<file path="src/hw/rtl/peer_wire_message_deframer_macros.svh">
// assertion macros shared by the deframer rtl
// no dependencies; included by files that carry assertions
`ifndef PEER_WIRE_MESSAGE_DEFRAMER_MACROS_SVH
`define PEER_WIRE_MESSAGE_DEFRAMER_MACROS_SVH

// same-cycle implication
`define PWMD_ASSERT_NOW(label, clk, rst, ante, cons, msg) \
  label: assert property (@(posedge clk) disable iff (rst) (ante) |-> (cons)) \
    else $error(msg);

// next-cycle implication
`define PWMD_ASSERT_NEXT(label, clk, rst, ante, cons, msg) \
  label: assert property (@(posedge clk) disable iff (rst) (ante) |=> (cons)) \
    else $error(msg);

`endif

</file>
<file path="src/hw/rtl/pwmd_pkg.sv">
// types and constants for the peer wire message deframer
// no dependencies; imported by pwmd_core and peer_wire_message_deframer
package pwmd_pkg;

  localparam int unsigned POS_W = 21;

  typedef logic [3:0] kind_t;

  localparam kind_t KIND_HASH         = 4'd0;
  localparam kind_t KIND_PEER_ID      = 4'd1;
  localparam kind_t KIND_HS_DONE      = 4'd2;
  localparam kind_t KIND_KEEPALIVE    = 4'd3;
  localparam kind_t KIND_CHOKE        = 4'd4;
  localparam kind_t KIND_HAVE         = 4'd8;
  localparam kind_t KIND_BITFIELD     = 4'd9;
  localparam kind_t KIND_REQUEST      = 4'd10;
  localparam kind_t KIND_PIECE_HDR    = 4'd11;
  localparam kind_t KIND_PIECE_BYTE   = 4'd12;
  localparam kind_t KIND_CANCEL       = 4'd13;
  localparam kind_t KIND_UNKNOWN      = 4'd14;
  localparam kind_t KIND_ERROR        = 4'd15;

  localparam logic [7:0] MSG_LAST_STATE = 8'd3;
  localparam logic [7:0] MSG_HAVE       = 8'd4;
  localparam logic [7:0] MSG_BITFIELD   = 8'd5;
  localparam logic [7:0] MSG_REQUEST    = 8'd6;
  localparam logic [7:0] MSG_PIECE      = 8'd7;
  localparam logic [7:0] MSG_CANCEL     = 8'd8;

  localparam logic [POS_W-1:0] HAVE_MIN_LEN    = 21'd5;
  localparam logic [POS_W-1:0] PIECE_MIN_LEN   = 21'd9;
  localparam logic [POS_W-1:0] REQUEST_MIN_LEN = 21'd13;

  localparam logic [POS_W-1:0] HS_FIELD_BYTES  = 21'd20;
  localparam logic [POS_W-1:0] FLAG_BYTES      = 21'd8;
  localparam logic [POS_W-1:0] PIECE_HDR_BYTES = 21'd8;
  localparam logic [POS_W-1:0] PREFIX_BYTES    = 21'd4;
  localparam logic [POS_W-1:0] INDEX_END       = 21'd3;
  localparam logic [POS_W-1:0] OFFSET_END      = 21'd7;
  localparam logic [POS_W-1:0] LENGTH_END      = 21'd11;

  localparam logic [7:0] PRINT_MIN  = 8'd32;
  localparam logic [7:0] PRINT_MAX  = 8'd126;
  localparam logic [7:0] SUBST_CHAR = 8'h2E;

  localparam logic [POS_W-1:0] MAX_LEN_RESET = 21'd16393;

  typedef struct packed {
    logic             valid;
    kind_t            kind;
    logic [31:0]      piece_index;
    logic [31:0]      block_offset;
    logic [31:0]      block_length;
    logic [7:0]       payload_byte;
    logic [POS_W-1:0] byte_position;
    logic             last;
  } pwmd_result_t;

endpackage

</file>
<file path="src/hw/rtl/peer_wire_message_deframer.sv">
// peer wire message deframer: one byte register, parser core, result register
// an accepted byte goes from the byte register through the parser core into the result register
// throughput: one byte per cycle while the result side does not stall, set by the single parser pass per byte
// stalls on the result side hold the byte register and push back on input
// reset is synchronous: parser returns to name length phase, register to 16393
// depends on pwmd_pkg, pwmd_core and peer_wire_message_deframer_macros.svh
`include "peer_wire_message_deframer_macros.svh"

module peer_wire_message_deframer import pwmd_pkg::*; (
  input  logic             clk,
  input  logic             rst,
  input  logic             cfg_write_enable,
  input  logic [20:0]      cfg_write_data,
  input  logic             data_valid,
  output logic             data_stall,
  input  logic [7:0]       data_byte,
  output logic             result_valid,
  input  logic             result_stall,
  output logic [3:0]       kind,
  output logic [31:0]      piece_index,
  output logic [31:0]      block_offset,
  output logic [31:0]      block_length,
  output logic [7:0]       payload_byte,
  output logic [20:0]      byte_position,
  output logic             last
);

  logic [POS_W-1:0] max_message_length;
  logic             hold_valid;
  logic [7:0]       hold_byte;
  logic             out_free;
  logic             advance;
  pwmd_result_t     core_result;

  assign out_free   = !result_valid || !result_stall;
  assign data_stall = hold_valid && !out_free;
  assign advance    = hold_valid && out_free;

  always_ff @(posedge clk) begin
    if (rst) begin
      max_message_length <= MAX_LEN_RESET;
    end else if (cfg_write_enable) begin
      max_message_length <= cfg_write_data;
    end
  end

  always_ff @(posedge clk) begin
    if (rst) begin
      hold_valid <= 1'b0;
    end else if (data_valid && !data_stall) begin
      hold_valid <= 1'b1;
    end else if (advance) begin
      hold_valid <= 1'b0;
    end
  end

  always_ff @(posedge clk) begin
    if (data_valid && !data_stall) begin
      hold_byte <= data_byte;
    end
  end

  pwmd_core u_core (
    .clk                (clk),
    .rst                (rst),
    .advance            (advance),
    .data_byte          (hold_byte),
    .max_message_length (max_message_length),
    .result             (core_result)
  );

  always_ff @(posedge clk) begin
    if (rst) begin
      result_valid <= 1'b0;
    end else if (out_free) begin
      result_valid <= advance && core_result.valid;
    end
  end

  always_ff @(posedge clk) begin
    if (out_free && advance && core_result.valid) begin
      kind          <= core_result.kind;
      piece_index   <= core_result.piece_index;
      block_offset  <= core_result.block_offset;
      block_length  <= core_result.block_length;
      payload_byte  <= core_result.payload_byte;
      byte_position <= core_result.byte_position;
      last          <= core_result.last;
    end
  end

  `PWMD_ASSERT_NEXT(a_hold_kept, clk, rst, hold_valid && !out_free,
                    hold_valid && $stable(hold_byte), "held byte lost under stall")
  `PWMD_ASSERT_NEXT(a_accept_holds, clk, rst, data_valid && !data_stall,
                    hold_valid, "accepted transaction not held")
  `PWMD_ASSERT_NOW(a_last_kinds, clk, rst, result_valid && last,
                   kind == KIND_HASH || kind == KIND_HS_DONE || kind == KIND_BITFIELD ||
                   kind == KIND_PIECE_BYTE, "last flag on non-byte kind")

endmodule

</file>
<file path="src/hw/rtl/pwmd_core.sv">
// parser state and per-byte next-state and result logic
// depends on pwmd_pkg and peer_wire_message_deframer_macros.svh
`include "peer_wire_message_deframer_macros.svh"

module pwmd_core import pwmd_pkg::*; (
  input  logic             clk,
  input  logic             rst,
  input  logic             advance,
  input  logic [7:0]       data_byte,
  input  logic [POS_W-1:0] max_message_length,
  output pwmd_result_t     result
);

  typedef enum logic [3:0] {
    PH_NAME_LEN, PH_NAME, PH_FLAGS, PH_HASH, PH_PEER_ID, PH_LENGTH,
    PH_ID, PH_FIELDS, PH_PAYLOAD, PH_SKIP, PH_HALT
  } phase_t;

  phase_t           phase, phase_next;
  logic [POS_W-1:0] byte_count, byte_count_next;
  logic [7:0]       name_length, name_length_next;
  logic [POS_W-1:0] message_length, message_length_next;
  logic [7:0]       message_id, message_id_next;
  logic [31:0]      field_acc, field_acc_next;
  logic [31:0]      held_index, held_index_next;
  logic [31:0]      held_offset, held_offset_next;

  logic [POS_W-1:0] k_inc;
  logic             msg_done;
  logic             hs_done;
  logic [31:0]      acc_shift;
  logic [7:0]       sanitized;
  logic             rem_nz;

  assign k_inc     = byte_count + 21'd1;
  assign msg_done  = ({1'b0, byte_count} + 22'd2) >= {1'b0, message_length};
  assign hs_done   = k_inc >= HS_FIELD_BYTES;
  assign acc_shift = {field_acc[23:0], data_byte};
  assign sanitized = (data_byte < PRINT_MIN || data_byte > PRINT_MAX) ? SUBST_CHAR : data_byte;
  assign rem_nz    = message_length != 21'd1;

  always_comb begin
    phase_next          = phase;
    byte_count_next     = byte_count;
    name_length_next    = name_length;
    message_length_next = message_length;
    message_id_next     = message_id;
    field_acc_next      = field_acc;
    held_index_next     = held_index;
    held_offset_next    = held_offset;
    result              = '0;

    case (phase)
      PH_NAME_LEN: begin
        name_length_next = data_byte;
        byte_count_next  = '0;
        phase_next       = (data_byte != 8'd0) ? PH_NAME : PH_FLAGS;
      end
      PH_NAME: begin
        if (k_inc >= {13'd0, name_length}) begin
          byte_count_next = '0;
          phase_next      = PH_FLAGS;
        end else begin
          byte_count_next = k_inc;
        end
      end
      PH_FLAGS: begin
        if (k_inc >= FLAG_BYTES) begin
          byte_count_next = '0;
          phase_next      = PH_HASH;
        end else begin
          byte_count_next = k_inc;
        end
      end
      PH_HASH: begin
        result.valid         = 1'b1;
        result.kind          = KIND_HASH;
        result.payload_byte  = data_byte;
        result.byte_position = byte_count;
        result.last          = hs_done;
        byte_count_next      = hs_done ? '0 : k_inc;
        if (hs_done) begin
          phase_next = PH_PEER_ID;
        end
      end
      PH_PEER_ID: begin
        result.valid         = 1'b1;
        result.kind          = hs_done ? KIND_HS_DONE : KIND_PEER_ID;
        result.payload_byte  = sanitized;
        result.byte_position = byte_count;
        result.last          = hs_done;
        if (hs_done) begin
          phase_next      = PH_LENGTH;
          byte_count_next = '0;
          field_acc_next  = '0;
        end else begin
          byte_count_next = k_inc;
        end
      end
      PH_LENGTH: begin
        field_acc_next  = acc_shift;
        byte_count_next = k_inc;
        if (k_inc >= PREFIX_BYTES) begin
          byte_count_next = '0;
          field_acc_next  = '0;
          if (acc_shift == 32'd0) begin
            result.valid = 1'b1;
            result.kind  = KIND_KEEPALIVE;
          end else if (acc_shift > {11'd0, max_message_length}) begin
            result.valid        = 1'b1;
            result.kind         = KIND_ERROR;
            result.block_length = acc_shift;
            phase_next          = PH_HALT;
          end else begin
            message_length_next = acc_shift[POS_W-1:0];
            phase_next          = PH_ID;
          end
        end
      end
      PH_ID: begin
        message_id_next = data_byte;
        byte_count_next = '0;
        field_acc_next  = '0;
        if (data_byte <= MSG_LAST_STATE) begin
          result.valid = 1'b1;
          result.kind  = KIND_CHOKE + {2'd0, data_byte[1:0]};
          phase_next   = rem_nz ? PH_SKIP : PH_LENGTH;
        end else if (data_byte == MSG_HAVE) begin
          if (message_length < HAVE_MIN_LEN) begin
            result.valid        = 1'b1;
            result.kind         = KIND_ERROR;
            result.block_length = {11'd0, message_length};
            phase_next          = PH_HALT;
          end else begin
            phase_next = PH_FIELDS;
          end
        end else if (data_byte == MSG_BITFIELD) begin
          phase_next = rem_nz ? PH_PAYLOAD : PH_LENGTH;
        end else if (data_byte == MSG_REQUEST || data_byte == MSG_CANCEL) begin
          if (message_length < REQUEST_MIN_LEN) begin
            result.valid        = 1'b1;
            result.kind         = KIND_ERROR;
            result.block_length = {11'd0, message_length};
            phase_next          = PH_HALT;
          end else begin
            phase_next = PH_FIELDS;
          end
        end else if (data_byte == MSG_PIECE) begin
          if (message_length < PIECE_MIN_LEN) begin
            result.valid        = 1'b1;
            result.kind         = KIND_ERROR;
            result.block_length = {11'd0, message_length};
            phase_next          = PH_HALT;
          end else begin
            phase_next = PH_FIELDS;
          end
        end else begin
          result.valid        = 1'b1;
          result.kind         = KIND_UNKNOWN;
          result.payload_byte = data_byte;
          phase_next          = rem_nz ? PH_SKIP : PH_LENGTH;
        end
      end
      PH_FIELDS: begin
        field_acc_next  = acc_shift;
        byte_count_next = k_inc;
        if (byte_count == INDEX_END) begin
          held_index_next = acc_shift;
        end
        if (byte_count == OFFSET_END) begin
          held_offset_next = acc_shift;
        end
        if (message_id == MSG_HAVE && byte_count == INDEX_END) begin
          result.valid       = 1'b1;
          result.kind        = KIND_HAVE;
          result.piece_index = acc_shift;
          phase_next         = PH_SKIP;
        end else if (message_id == MSG_PIECE && byte_count == OFFSET_END) begin
          result.valid        = 1'b1;
          result.kind         = KIND_PIECE_HDR;
          result.piece_index  = held_index;
          result.block_offset = acc_shift;
          result.block_length = {11'd0, message_length} - 32'd9;
          phase_next          = PH_PAYLOAD;
        end else if ((message_id == MSG_REQUEST || message_id == MSG_CANCEL) &&
                     byte_count == LENGTH_END) begin
          result.valid        = 1'b1;
          result.kind         = (message_id == MSG_REQUEST) ? KIND_REQUEST : KIND_CANCEL;
          result.piece_index  = held_index;
          result.block_offset = held_offset;
          result.block_length = acc_shift;
          phase_next          = PH_SKIP;
        end
        if (msg_done) begin
          phase_next      = PH_LENGTH;
          byte_count_next = '0;
          field_acc_next  = '0;
        end
      end
      PH_PAYLOAD: begin
        result.valid        = 1'b1;
        result.kind         = (message_id == MSG_PIECE) ? KIND_PIECE_BYTE : KIND_BITFIELD;
        result.payload_byte = data_byte;
        result.byte_position = (message_id == MSG_PIECE) ?
                               byte_count - PIECE_HDR_BYTES : byte_count;
        result.last         = msg_done;
        if (msg_done) begin
          phase_next      = PH_LENGTH;
          byte_count_next = '0;
          field_acc_next  = '0;
        end else begin
          byte_count_next = k_inc;
        end
      end
      PH_SKIP: begin
        if (msg_done) begin
          phase_next      = PH_LENGTH;
          byte_count_next = '0;
          field_acc_next  = '0;
        end else begin
          byte_count_next = k_inc;
        end
      end
      default: begin
        phase_next = PH_HALT;
      end
    endcase
  end

  always_ff @(posedge clk) begin
    if (rst) begin
      phase          <= PH_NAME_LEN;
      byte_count     <= '0;
      name_length    <= '0;
      message_length <= '0;
      message_id     <= '0;
      field_acc      <= '0;
      held_index     <= '0;
      held_offset    <= '0;
    end else if (advance) begin
      phase          <= phase_next;
      byte_count     <= byte_count_next;
      name_length    <= name_length_next;
      message_length <= message_length_next;
      message_id     <= message_id_next;
      field_acc      <= field_acc_next;
      held_index     <= held_index_next;
      held_offset    <= held_offset_next;
    end
  end

  `PWMD_ASSERT_NEXT(a_halt_sticks, clk, rst, phase == PH_HALT, phase == PH_HALT, "parser left halt")
  `PWMD_ASSERT_NOW(a_halt_silent, clk, rst, phase == PH_HALT, !result.valid, "result while halted")
  `PWMD_ASSERT_NEXT(a_error_halts, clk, rst, advance && result.valid && result.kind == KIND_ERROR,
                    phase == PH_HALT, "error without halt")

endmodule
</file>
<file path="config.mk">
export PLATFORM = sky130hd
export DESIGN_NAME = peer_wire_message_deframer
export DESIGN_NICKNAME = d
export VERILOG_FILES = /design/src/hw/rtl/pwmd_pkg.sv /design/src/hw/rtl/peer_wire_message_deframer.sv /design/src/hw/rtl/pwmd_core.sv
export VERILOG_INCLUDE_DIRS = /design/src /design/src/hw/rtl
export SDC_FILE = /design/constraint.sdc
export NUM_CORES = 1
export LEC_CHECK = 0
export ABC_CLOCK_PERIOD_IN_PS = 24300
export CAP_MARGIN = 25
export CELL_PAD_IN_SITES_DETAIL_PLACEMENT = 1
export CELL_PAD_IN_SITES_GLOBAL_PLACEMENT = 1
export CORE_MARGIN = 5
export CORE_UTILIZATION = 50
export DETAILED_ROUTE_END_ITERATION = 12
export DONT_BUFFER_PORTS = 1
export GPL_ROUTABILITY_DRIVEN = 1
export PLACE_DENSITY = 0.77
export SYNTH_ARGS = -nofsm -noshare
export SYNTH_HDL_FRONTEND = slang
export SYNTH_SLANG_ARGS = --single-unit
</file>
<file path="constraint.sdc">
create_clock -name clk -period 24.3 [get_ports clk]
set_clock_uncertainty 0.1 [all_clocks]
set_input_delay 1.215 -clock clk [delete_from_list [all_inputs] [get_ports clk]]
set_output_delay 1.215 -clock clk [all_outputs]
set_load 0.05 [all_outputs]
</file>
==> Word level (Yosys, flattened, before mapping) <==
Cells that the tools add are included.
{ "word_totals": {"wordCells": 181, "input_bits": 34, "ff_bits": 311} }
{ "classes": {"add_sub_neg": 5, "mux": 75, "n_reduce_logical": 37, "eq_ne": 30, "n_lt_le_gt_ge": 12, "bitwise": 3} }
{ "ops": {"columns": ["cell", "n"], "rows": [
  ["$mux 21", 10],
  ["$mux 101", 2],
  ["$mux 32", 6],
  ["$pmux 21 s6", 1],
  ["$pmux 24 s5", 1],
  ["$mux 24", 4],
  ["$pmux 32 s3", 1],
  ["$mux 4", 22],
  ["$mux 40", 2],
  ["$eq 8x3->1 const B", 7],
  ["$mux 5", 11],
  ["$pmux 22 s2", 1],
  ["$lt 21x4->1 const B", 2],
  ["$mux 37", 1],
  ["$pmux 4 s9", 1],
  ["$gt 32x21->1", 1],
  ["$logic_not 32->1", 1],
  ["$mux 8", 4],
  ["$pmux 5 s6", 1],
  ["$pmux 8 s3", 1],
  ["$add 21x2->22 const B", 1],
  ["$ge 22x21->1", 1],
  ["$sub 21x4->22 const B", 1],
  ["$add 21x1->21 const B", 1],
  ["other kinds (41)", 78]
]} }

==> Logic depth before layout (Yosys ltp) <==
Gate-level depths: netlist of run 1.
{ "logic_depth": {"depth_word": 9, "depth_mapped": 18, "mapped_depth_nobuf": 15} }

==> Modules after synthesis <==
From an unflattened synthesis of run 1, not the netlist that was laid out.
{ "unflattened": {"hier_cells": 1792, "area_unflattened_um2": 15780.1} }
{ "modules_own_cells": {"columns": ["module", "instances", "area_each_um2", "seq_area_each_um2", "cells_per_inst"], "rows": [
  ["pwmd_core", 1, 10777.8, 3002.9, 1574],
  ["peer_wire_message_deframer", 1, 5002.3, 4604.4, 218]
]} }

==> Worst setup path before layout of run 1 <==
No wires, ideal clock.
{ "synth_path": {"kind": "reg-to-reg", "from": "reg u_core.byte_count[2]", "to": "reg block_length[0], enable pin", "setup_time_ns": 0.621, "setup_slack_ns": 15.925, "stages_incl_launch_ff": 10, "arrival_ns": 7.653, "period_less_slack_ns": 8.375, "required_ns": 23.579, "cell_sequence": "dfxtp_1 ha_1 buf_2 nand4_2 or4_1 or3_1 and3_4 nand4_2 a221oi_1 nor2_1"} }
{ "synth_via": {"elab_chain_cells": 7, "word_cells_on_any_way": 14} }
{ "synth_lines": {"columns": ["element", "line_no", "source"], "rows": [
  ["start: declaration", "pwmd_core.sv:20", "logic [POS_W-1:0] byte_count, byte_count_next;"],
  ["start signal: assignment", "pwmd_core.sv:242", "byte_count <= byte_count_next;"],
  ["branches (longest 5 deep; another with $add 21x1->21)", null, null],
  ["$pmux 5 s6 (*)", "pwmd_core.sv:53", "case (phase)"],
  ["$logic_and 1x1->1 (*)", "peer_wire_message_deframer.sv:81", "if (out_free && advance && core_result.valid) begin"],
  ["end signal: assignment", "peer_wire_message_deframer.sv:85", "block_length <= core_result.block_length;"],
  ["end: declaration", "peer_wire_message_deframer.sv:22", "output logic [31:0] block_length,"]
]} }
Mark *: on every way between the ends.
A chain may end at the register's enable or synchronous reset.

==> Worst setup path after layout of run 1 <==
{ "layout_path": {"from": "reg u_core.byte_count[2]", "to": "reg u_core.byte_count[11]"} }
{ "layout_via": {"elab_chain_cells": 4, "word_cells_on_any_way": 13} }
{ "layout_lines": {"columns": ["element", "line_no", "source"], "rows": [
  ["$add 21x2->22 / $add 21x1->21 (equally long branches)", "pwmd_core.sv:36, pwmd_core.sv:35", null],
  ["$ge 22x21->1 (tied with other cells)", "pwmd_core.sv:36", "assign msg_done = ({1'b0, byte_count} + 22'd2) >= {1'b0, message_length};"],
  ["$mux 21 (on tied branches)", null, null],
  ["$pmux 21 s6 (*)", "pwmd_core.sv:53", null]
]} }
Mark *: on every way between the ends. The rest lies on a longest branch, timed or not.

==> out/metrics.yaml, run 1 <==
clock_network:
  cts_buffers: 35
  clockBufferDepth: 3
  cts_tree: "built"
  clkLatencyLatePin_ns: 0.52
  clock_sinks: 311
  hold_buffers: 0
  h-tree-depth: 2
  clk_pin_slew_ns: 0.06
  ctsResizeCount: 0
  cts_setup_buffers: 0
  root_buffer: "clkbuf_16"
synthesis:
  syn_area_um2: 15800
  synth_common_cells: "nand2_1, dfxtp_1, nor2_1"
  synth_nets: 1791
  ys_seq_area_frac: 0.480
  synth_top_area_cell: "edfxtp_1"
  synth_cell_types: 79
  synth_edf_count: 138
  dominantRegCellSynth: "dfxtp_1"
  avgSynthCellArea_um2: 9.32
  yosysMostFrequentCell: "nand2_1"
  yosys_warnings: 0
  synth_top_area_frac: 0.262
  synth_area_leaders: "edfxtp_1, dfxtp_1, nand2_1, ha_1, a22o_1"
  postSynthCellCount: 1700
  synthArstFlopShare: 0
  synth_seq_cells: 311
setup_path:
  worstPathMaxFanout: 27
  cp.arrival_ns: 5.29
  crit_start: "u_core.byte_count[2]"
  endpoint_kind: "register"
  crit-reg2reg-launch: "u_core.byte_count[2]"
  cp_data_required_time_ns: 24.55
  critical_path_class: "register to register"
  critPathLaunchType: "register"
sta:
  fmax_mhz: 198
  drv_slew: 0
  hold_violations: 0
  setup_viol: 0
  fin_crit_ns: 5.04
  worst_pin_slew_ns: 1.06
  layout_setup_ws_ns: 19.26
  grt_setup_unrepaired: "false"
  relSlewSlack: 0.292
  tns_ns: 0
  post-route-period-util: 0.207
pwr:
  irDropWorstVdd_uv: 44.5
  intPower_mw: 0.888
  pwr-share-seq: 0.492
  powerDensity_nw_per_um2: 66.1
  switchingPower_mw: 0.245
  power_mw: 1.13
  p_leak_nw: 6.49
  clkPwrFrac: 0.477
  comb_power_share: 0.031
  p_sw_frac: 0.216
drt:
  via_count: 13100
  post_drt_wl_per_cell_um: 25.3
  ant_nets: 0
  remaining_drc_errors: 0
  viasPerCell: 6.40
  initialDrtViolationCount: 1196
  postRouteWirelength_mm: 51.6
  dr.pass1.iters: 5
min_path:
  hp-start: "u_core.held_index[30]"
  hold_class: "register to register"
run_status:
  outcome: "finished, final reports clean"
floorplanning:
  die_w_um: 188
  die_area_um2: 35400
  row_count: 65
  initial_utilization: 0.505
  coreArea_um2: 31400
  fp.dieH_um: 188
  io_pins: 166
final_layout:
  multi_input_area_um2: 7490
  regArea_um2: 7610
  area.growth.synth_to_final_pct: 8.22
  drive_above_1_share: 0.0621
  n_fill_cell: 3481
  layout.nets: 1707
  antenna_cells: 0
global_routing:
  overflow: 0
  first_global_vias: 13300
  grt_pass1_wl_mm: 79.7
  antenna_found_initial: 0
  grt_max_degree: 134
  grtUsageTotal: 0.283
place:
  dp_slack_ns: 19.31
  numPortBuffers: 0
  gp_congestion: 0.941
  dp_hpwl_mm: 35.6
job:
  maxCapViolations: 0
[critical path, stage by stage, from the launching register on]
cell and delay [ns]:
dfxtp_1 0.66, ha_1 0.41, nand4_2 0.29, or4_1 0.65, xnor2_1 0.16, ha_1 0.32
nand3_1 0.13, nor4_1 0.38, a41oi_1 0.42, o211ai_1 0.33, nand3_2 0.54, a41oi_1 0.41
a31oi_1 0.08
[power by group through the flow]
stage | Sequential, mW | Combinational (mW) | Clock, mW
3_3_place_gp | 0.568 | 0.0331 | 0
5_1_grt | 0.558 | 0.0393 | 0.575
4_1_cts | 0.557 | 0.0349 | 0.549
3_5_place_dp | 0.569 | 0.0344 | 0
6_report | 0.558 | 0.0356 | 0.540
2_1_floorplan | 0.561 | 0.0336 | 0
[per-stage QoR]
step / area (µm²) / util / std cells / hold WS [ns]
2_1_floorplan: 15800 / - / 1700 / 0.332
3_3_place_gp: 15900 / 0.507 / 1979 / 0.332
3_5_place_dp: 15900 / 0.507 / 1979 / 0.341
4_1_cts: 17100 / 0.545 / 2042 / 0.350
5_1_grt: 17100 / 0.546 / 2044 / 0.368
6_report: 17100 / 0.546 / 2044 / 0.351
[cell usage in the layout (no fill, tap or decap), types with 6 or more instances in the layout]
| master | netlist | final |
|---|---|---|
| nand2_1 | 225 | 225 |
| dfxtp_1 | 173 | 173 |
| nor2_1 | 158 | 157 |
| edfxtp_1 | 138 | 138 |
| a21oi_1 | 126 | 125 |
| a22o_1 | 74 | 74 |
| inv_1 | 57 | 57 |
| ha_1 | 57 | 57 |
| mux2i_1 | 49 | 49 |
| o21ai_0 | 47 | 47 |
| nand3_1 | 45 | 44 |
| nor3_1 | 35 | 35 |
| clkbuf_16 | 0 | 35 |
| xnor2_1 | 33 | 33 |
| a22oi_1 | 33 | 33 |
| nand4_1 | 31 | 31 |
| o21a_1 | 23 | 23 |
| a31oi_1 | 23 | 23 |
| nor4_1 | 22 | 20 |
| buf_4 | 1 | 16 |
| and3_1 | 15 | 15 |
| xor2_1 | 13 | 13 |
| or3_1 | 12 | 12 |
| a21o_1 | 12 | 12 |
| nor2b_1 | 11 | 11 |
| o211ai_1 | 9 | 9 |
| a211oi_1 | 8 | 8 |
| and4_1 | 7 | 7 |
| or4_1 | 7 | 7 |
| o21ai_1 | 7 | 7 |
| clkbuf_1 | 101 | 7 |
| or2_2 | 6 | 6 |
| and2_1 | 6 | 6 |
| nand2b_1 | 7 | 6 |
| nand3b_1 | 6 | 6 |
| clkinv_1 | 0 | 6 |
[worst paths after layout]
path	end	slack, ns	cells after the start
hold reg to reg	u_core.held_index[30]	0.35	2
hold / removal	u_core.held_index[30]	0.35	2
setup / recovery	u_core.byte_count[11]	19.26	12
setup reg to reg	u_core.byte_count[11]	19.26	12
[layer usage]
layer / part of all wire / vias up / GRT usage
li1: - / 5998 / -
met1: 0.43 / 6530 / 0.374
met2: 0.49 / 444 / 0.483
met3: 0.053 / 100 / 0.0397
met4: 0.032 / 0 / 0.0901
met5: 0 / - / 0
[registers in the layout, summed over array words and instances, names as in the netlist]
register	flops
block_offset	32
max_message_length	21
u_core.field_acc	24
payload_byte	8
piece_index	32
u_core.message_id	8
u_core.phase	4
kind	4
block_length	32
u_core.message_length	21
u_core.name_length	8
last	1
u_core.held_index	32
u_core.held_offset	32
u_core.byte_count	21
hold_byte	8
hold_valid	1
byte_position	21
result_valid	1
[cell type report]
| cell class | count | share of cell area |
|---|---|---|
| Clock inverter | 18 | 0.0136 |
| Timing Repair Buffer | 18 | 0.00948 |
| Inverter | 57 | 0.0125 |
| Tap cell | 402 | 0.0293 |
| Clock buffer | 45 | 0.0550 |
| Multi-Input combinational cell | 1193 | 0.437 |
| Sequential cell | 311 | 0.444 |
[kinds of logic (layout without fill, tap and decap cells)]
family                   after synthesis  count (layout)  share of synthesized area
flip-flops                           311             311                      0.480
buffers and inverters                196             138                     0.0505
AO/OA/AOI/OAI                        420             420                      0.179
AND/OR/NAND/NOR                      621             621                      0.189
adder cells (fa/ha/maj)               57              57                     0.0450
multiplexers                          49              49                     0.0310
XOR/XNOR                              46              46                     0.0254
(Power assumes the default switching activity.)
==> inputs of run 2 (changes only) <==
--- a/config.mk
+++ b/config.mk
@@ -6,16 +6,16 @@
 export SDC_FILE = /design/constraint.sdc
 export NUM_CORES = 1
 export LEC_CHECK = 0
-export ABC_CLOCK_PERIOD_IN_PS = 24300
+export ABC_CLOCK_PERIOD_IN_PS = 5200
 export CAP_MARGIN = 25
 export CELL_PAD_IN_SITES_DETAIL_PLACEMENT = 1
 export CELL_PAD_IN_SITES_GLOBAL_PLACEMENT = 1
 export CORE_MARGIN = 5
-export CORE_UTILIZATION = 50
+export CORE_UTILIZATION = 49
 export DETAILED_ROUTE_END_ITERATION = 12
 export DONT_BUFFER_PORTS = 1
 export GPL_ROUTABILITY_DRIVEN = 1
-export PLACE_DENSITY = 0.77
+export PLACE_DENSITY = 0.75
 export SYNTH_ARGS = -nofsm -noshare
 export SYNTH_HDL_FRONTEND = slang
 export SYNTH_SLANG_ARGS = --single-unit
==> constraint.sdc (replaced) <==
create_clock -name clk -period 5.2 [get_ports clk]
set_clock_uncertainty 0.1 [all_clocks]
set_input_delay 0.26 -clock clk [delete_from_list [all_inputs] [get_ports clk]]
set_output_delay 0.26 -clock clk [all_outputs]
set_load 0.05 [all_outputs]
==> run 2 against run 1 <==
Against the previous run: global-route usage decreased by 0.20 points; non-clock buffer count increased by 77; cell count increased by 3.8%; largest power group unchanged; total power increased to 4.6 times the previous value; critical path depth increased by 2; utilization increased by 1.4 points; critical endpoint is now u_core.field_acc[5]; die area increased by 1.9%.
==> out/metrics.yaml, run 2 (synthesis results as in run 1) <==
run_status:
  outcome: "finished, final reports clean"
setup_path:
  cp.arrival_ns: 5.07  # -0.22 ns
  cp_data_required_time_ns: 5.51  # -19.04 ns
  endpoint_kind: "register"
  critPathLaunchType: "register"
  critical_path_class: "register to register"
  worstPathMaxFanout: 24  # -11%
final_layout:
  drive_above_1_share: 0.0745  # +0.0123
  area.growth.synth_to_final_pct: 12.2
  layout_commonest_cell: "nand2_1"
  final_cell_mix: "nand2_1, dfxtp_1, nor2_1"
  layout.nets: 1784  # +4.5%
  antenna_cells: 0  # unchanged
  n_fill_cell: 3535  # +1.6%
clock_network:
  clockBufferDepth: 3  # unchanged
  cts_tree: "built"
  clk_pin_slew_ns: 0.06  # about the same
  clkLatencyLatePin_ns: 0.52  # about the same
  h-tree-depth: 2  # unchanged
  root_buffer: "clkbuf_16"
  clock_sinks: 311  # unchanged
  cts_buffers: 35  # unchanged
  cts_setup_buffers: 0  # unchanged
sta:
  relSlewSlack: 0.310  # +0.0183
  drv_slew: 0  # unchanged
  worst_pin_slew_ns: 1.03  # -0.0313 ns
  fmax_mhz: 210  # +6.0%
  hold_ws_ns: 0.0990  # -0.252 ns
  setup_viol: 0  # unchanged
  fin_crit_ns: 4.76  # -0.284 ns
  tns_ns: 0  # unchanged
  post-route-period-util: 0.915  # +0.707
  hold_violations: 0  # unchanged
  grt_setup_unrepaired: "false"
  layout_setup_ws_ns: 0.443  # -18.82 ns
drt:
  ant_nets: 0  # unchanged
  initialDrtViolationCount: 1066  # -11%
  dr.pass1.iters: 5  # unchanged
  postRouteWirelength_mm: 51.9  # +0.49%
  via_count: 13400  # +2.2%
  post_drt_wl_per_cell_um: 24.5  # -3.2%
  viasPerCell: 6.30  # -1.5%
  remaining_drc_errors: 0  # unchanged
global_routing:
  grt_pass1_wl_mm: 80.3  # +0.78%
  grtUsageTotal: 0.281  # -0.00203
  first_global_vias: 13400  # +0.97%
  grt_max_degree: 132  # -1.5%
  antenna_found_initial: 0  # unchanged
  overflow: 0  # unchanged
floorplanning:
  die_area_um2: 36000  # +1.9%
  initial_utilization: 0.500  # -0.00518
  io_pins: 166  # unchanged
  coreArea_um2: 31700  # +1.0%
  fp.dieH_um: 190  # +0.96%
  die_w_um: 190  # +0.96%
  row_count: 65  # unchanged
place:
  numPortBuffers: 0  # unchanged
  dp_hpwl_mm: 35.2  # -1.1%
  gp_congestion: 0.961  # +2.1%
  dp_slack_ns: 0.331  # -18.98 ns
job:
  maxCapViolations: 0  # unchanged
pwr:
  irDropWorstVdd_uv: 254  # +470%
  p_leak_nw: 6.79  # +4.7%
  power_mw: 5.22  # +360%
  powerDensity_nw_per_um2: 294  # +340%
min_path:
  hold_class: "input port to register"
-- run 2: final cells by class --
class | instances | area [µm²] | share of cell area
clock buffers | 48 | 975 | 0.0548
clock inverters | 15 | 125 | 0.00704
inverters | 57 | 214 | 0.0120
multi-input cells | 1193 | 7490 | 0.421
flip-flops and latches | 311 | 7610 | 0.428
well taps | 402 | 503 | 0.0283
repair buffers | 95 | 871 | 0.0490
-- run 2: per-layer routing --
| layer | vias to the layer above | global-route usage | share of wire |
|---|---|---|---|
| met3 | 94 | 0.0400 | 0.054 |
| met1 | 6674 | 0.375 | 0.43 |
| met5 | - | 0 | 0 |
| met4 | 0 | 0.0762 | 0.027 |
| li1 | 6158 | - | - |
| met2 | 429 | 0.481 | 0.49 |
-- run 2: power by group --
part / switching [mW] / leakage, nW / internal [mW]
Combinational: 0.165 / 3.32 / 0.0990
Sequential: 0.0229 / 2.93 / 2.55
Clock: 1.01 / 0.543 / 1.37
Total: 1.20 / 6.79 / 4.02
-- run 2: metrics by stage --
step / util / cell area, µm² / instances
2_1_floorplan: - / 15900 / 1700
3_3_place_gp: 0.509 / 16100 / 2007
3_5_place_dp: 0.509 / 16100 / 2007
4_1_cts: 0.560 / 17800 / 2121
5_1_grt: 0.561 / 17800 / 2121
6_report: 0.561 / 17800 / 2121
-- run 2: what timing repair did --
action,in CTS,in global routing
hold buffers,51,0
resized for setup,0,1
setup endpoints to repair,0,5
endpoints found under the hold margin,143,0
-- run 2: final timing paths --
check / slack [ns] / from / end / cells after the start
worst max register to register: 0.44 / u_core.byte_count[2] / u_core.field_acc[5] / 14
worst min-delay path: 0.1 / data_valid / hold_byte[0] / 1
worst min register to register: 0.35 / u_core.held_index[29] / u_core.held_index[29] / 2
worst max-delay path: 0.44 / u_core.byte_count[2] / u_core.field_acc[5] / 14
-- run 2: worst max-delay path, cell delays in order (launching register included) --
cell and delay (ns):
dfxtp_1 0.64, ha_1 0.42, nand4_2 0.26, or4_1 0.63
xnor2_1 0.16, ha_1 0.32, nand3_1 0.12, nor4_1 0.49
o21ai_0 0.17, and3_1 0.29, a21oi_1 0.19, o21ai_1 0.13
o21a_1 0.24, buf_4 0.23, a22o_1 0.26
==> inputs of run 3 (changes only) <==
--- a/config.mk
+++ b/config.mk
@@ -16,6 +16,7 @@
 export DONT_BUFFER_PORTS = 1
 export GPL_ROUTABILITY_DRIVEN = 1
 export PLACE_DENSITY = 0.75
+export REMOVE_ABC_BUFFERS = 1
 export SYNTH_ARGS = -nofsm -noshare
 export SYNTH_HDL_FRONTEND = slang
 export SYNTH_SLANG_ARGS = --single-unit
==> run 3 against run 2 <==
Against the previous run: die area is the same; cell count shrank 0.85%; design area shrank 0.43%; sequential power is essentially flat; sequential cell count is the same; sequential share of layout area grew 0.18 points; critical endpoint is now u_core.field_acc[12]; highest routed layer unchanged; total power grew 3.1%; largest power group unchanged.
==> out/metrics.yaml, run 3 (synthesis results as in run 1) <==
final_layout:
  layout_commonest_cell: "nand2_1"
  final_cell_mix: "nand2_1, dfxtp_1, nor2_1"
  final_core_util: 0.558  # -0.00241
  regArea_um2: 7610  # unchanged
  drive_above_1_share: 0.0776  # +0.00319
  multi_input_area_um2: 7490  # about the same
  area.growth.synth_to_final_pct: 11.7
  n_fill_cell: 3533  # -0.057%
  layout.nets: 1764  # -1.1%
drt:
  viasPerCell: 6.33  # +0.52%
  initialDrtViolationCount: 909  # -15%
  wl_met2_mm: 24.9  # -1.8%
  dr_wl_met3_mm: 2.55  # -9.3%
  postRouteWirelength_mm: 52.4  # +0.96%
  remaining_drc_errors: 0  # unchanged
  highest_layer: "met4"
  via_count: 13300  # -0.34%
  post_drt_wl_per_cell_um: 24.9  # +1.8%
  met1_length_mm: 23.7  # +5.8%
  ant_nets: 0  # unchanged
  dr.pass1.iters: 5  # unchanged
floorplanning:
  io_pins: 166  # unchanged
  coreArea_um2: 31700  # unchanged
  row_count: 65  # unchanged
  die_area_um2: 36000  # unchanged
  die_w_um: 190  # unchanged
  initial_utilization: 0.500  # unchanged
  fp.dieH_um: 190  # unchanged
setup_path:
  regToRegEndpoint: "u_core.field_acc[12]"
  critPathLaunchType: "register"
  reg2reg_slack_ns: 0.54  # +0.10 ns
  crit-reg2reg-launch: "u_core.byte_count[2]"
  worstPathMaxFanout: 24  # unchanged
  reg2regPathDepth: 13  # -1
  crit_start: "u_core.byte_count[2]"
  crit_path_end: "u_core.field_acc[12]"
  cp.arrival_ns: 4.98  # -0.09 ns
  endpoint_kind: "register"
  critical_path_class: "register to register"
  cp_data_required_time_ns: 5.52  # about the same
sta:
  fmax_mhz: 215  # +2.1%
  tns_ns: 0  # unchanged
  drv_slew: 0  # unchanged
  post-route-period-util: 0.896  # -0.0185
  setup_viol: 0  # unchanged
  grt_setup_unrepaired: "false"
  worst_pin_slew_ns: 1.02  # -0.00904 ns
  fin_crit_ns: 4.66  # -0.0961 ns
  relSlewSlack: 0.316  # +0.00605
  hold_ws_ns: 0.0196  # -0.0794 ns
  hold_violations: 0  # unchanged
run_status:
  outcome: "finished, final reports clean"
clock_network:
  cts_setup_buffers: 0  # unchanged
  clkLatencyLatePin_ns: 0.53  # about the same
  cts_buffers: 35  # unchanged
  clk_pin_slew_ns: 0.07  # about the same
  h-tree-depth: 2  # unchanged
  root_buffer: "clkbuf_16"
  clock_sinks: 311  # unchanged
  cts_tree: "built"
  clockBufferDepth: 3  # unchanged
global_routing:
  overflow: 0  # unchanged
  first_global_vias: 13500  # +0.51%
  grtUsageTotal: 0.282  # +0.000960
  grt_pass1_wl_mm: 80.2  # about the same
  antenna_found_initial: 0  # unchanged
  grt_max_degree: 131  # -0.76%
job:
  maxCapViolations: 0  # unchanged
pwr:
  powerDensity_nw_per_um2: 304  # +3.6%
  irDropWorstVdd_uv: 242  # -5.0%
  p_leak_nw: 6.78  # -0.26%
place:
  dp_hpwl_mm: 34.7  # -1.2%
  gp_congestion: 0.899  # -6.5%
  numPortBuffers: 0  # unchanged
min_path:
  hold_class: "input port to register"
==> run 3: cell count changes in the layout (fill, tap and decap cells not counted), moves of 2 or more <==
cell	previous run	this run
clkinv_2	6	4
bufinv_16	1	3
buf_4	43	41
clkbuf_8	5	7
dlygate4sd3_1	50	32
clkinv_8	2	0
clkbuf_1	8	6
==> run 3: cell type report <==
| cell class | count | share of cell area |
|---|---|---|
| timing repair buffer | 75 | 0.0382 |
| multi-input combinational | 1193 | 0.423 |
| clock buffer | 49 | 0.0576 |
| clock inverter | 15 | 0.0107 |
| tap | 402 | 0.0284 |
| sequential | 311 | 0.430 |
| antenna | 1 | 0.000141 |
| inverter | 57 | 0.0121 |
==> run 3: per-stage QoR <==
step | instance area [µm²] | setup WS [ns] | power, mW | instances
2_1_floorplan | 15300 | -5.52 | 2.75 | 1561
3_3_place_gp | 16100 | 0.815 | 2.82 | 2004
3_5_place_dp | 16100 | 0.607 | 2.82 | 2004
4_1_cts | 17700 | 0.574 | 5.43 | 2102
5_1_grt | 17700 | 0.194 | 5.56 | 2102
6_report | 17700 | 0.539 | 5.39 | 2103
==> run 3: critical path: stages (launching register included) <==
cell	delay, ns
dfxtp_1	0.64
ha_1	0.41
nand4_2	0.27
or4_1	0.64
xnor2_1	0.16
ha_1	0.31
nand3_1	0.13
nor4_1	0.39
a41oi_1	0.36
a21oi_1	0.26
o21ai_1	0.17
o21a_1	0.22
buf_4	0.22
a22o_1	0.26
==> run 3: timing repair <==
item / 4_1_cts / 5_1_grt
hold buffers: 34 / 0
endpoints found under the hold margin: 143 / 0
gates resized for setup: 0 / 0
==> run 3: how the worst min path moves through the flow <==
stage | cells past startpoint | startpoint | slack [ns] | endpoint
6_report | 2 | rst | 0.02 | u_core.byte_count[17]
5_1_grt | 3 | cfg_write_enable | 0.01 | max_message_length[0]
4_1_cts | 3 | cfg_write_enable | 0.007 | max_message_length[4]
3_5_place_dp | 1 | rst | 0.25 | u_core.message_id[5]
3_3_place_gp | 1 | rst | 0.25 | u_core.message_id[5]
2_1_floorplan | 1 | rst | 0.23 | u_core.byte_count[0]
==> run 3: routing by layer <==
| layer | track usage | vias to the layer above |
|---|---|---|
| met2 | 0.471 | 371 |
| li1 | - | 6120 |
| met4 | 0.0799 | 0 |
| met1 | 0.386 | 6737 |
| met3 | 0.0380 | 82 |
| met5 | 0 | - |
==> run 3: report_power, final <==
part | leakage, nW | internal (mW) | total [mW] | switching (mW)
registers | 2.93 | 2.55 | 2.58 | 0.0228
logic | 3.25 | 0.0875 | 0.249 | 0.161
clock network | 0.595 | 1.54 | 2.56 | 1.03
total | 6.78 | 4.18 | 5.39 | 1.21
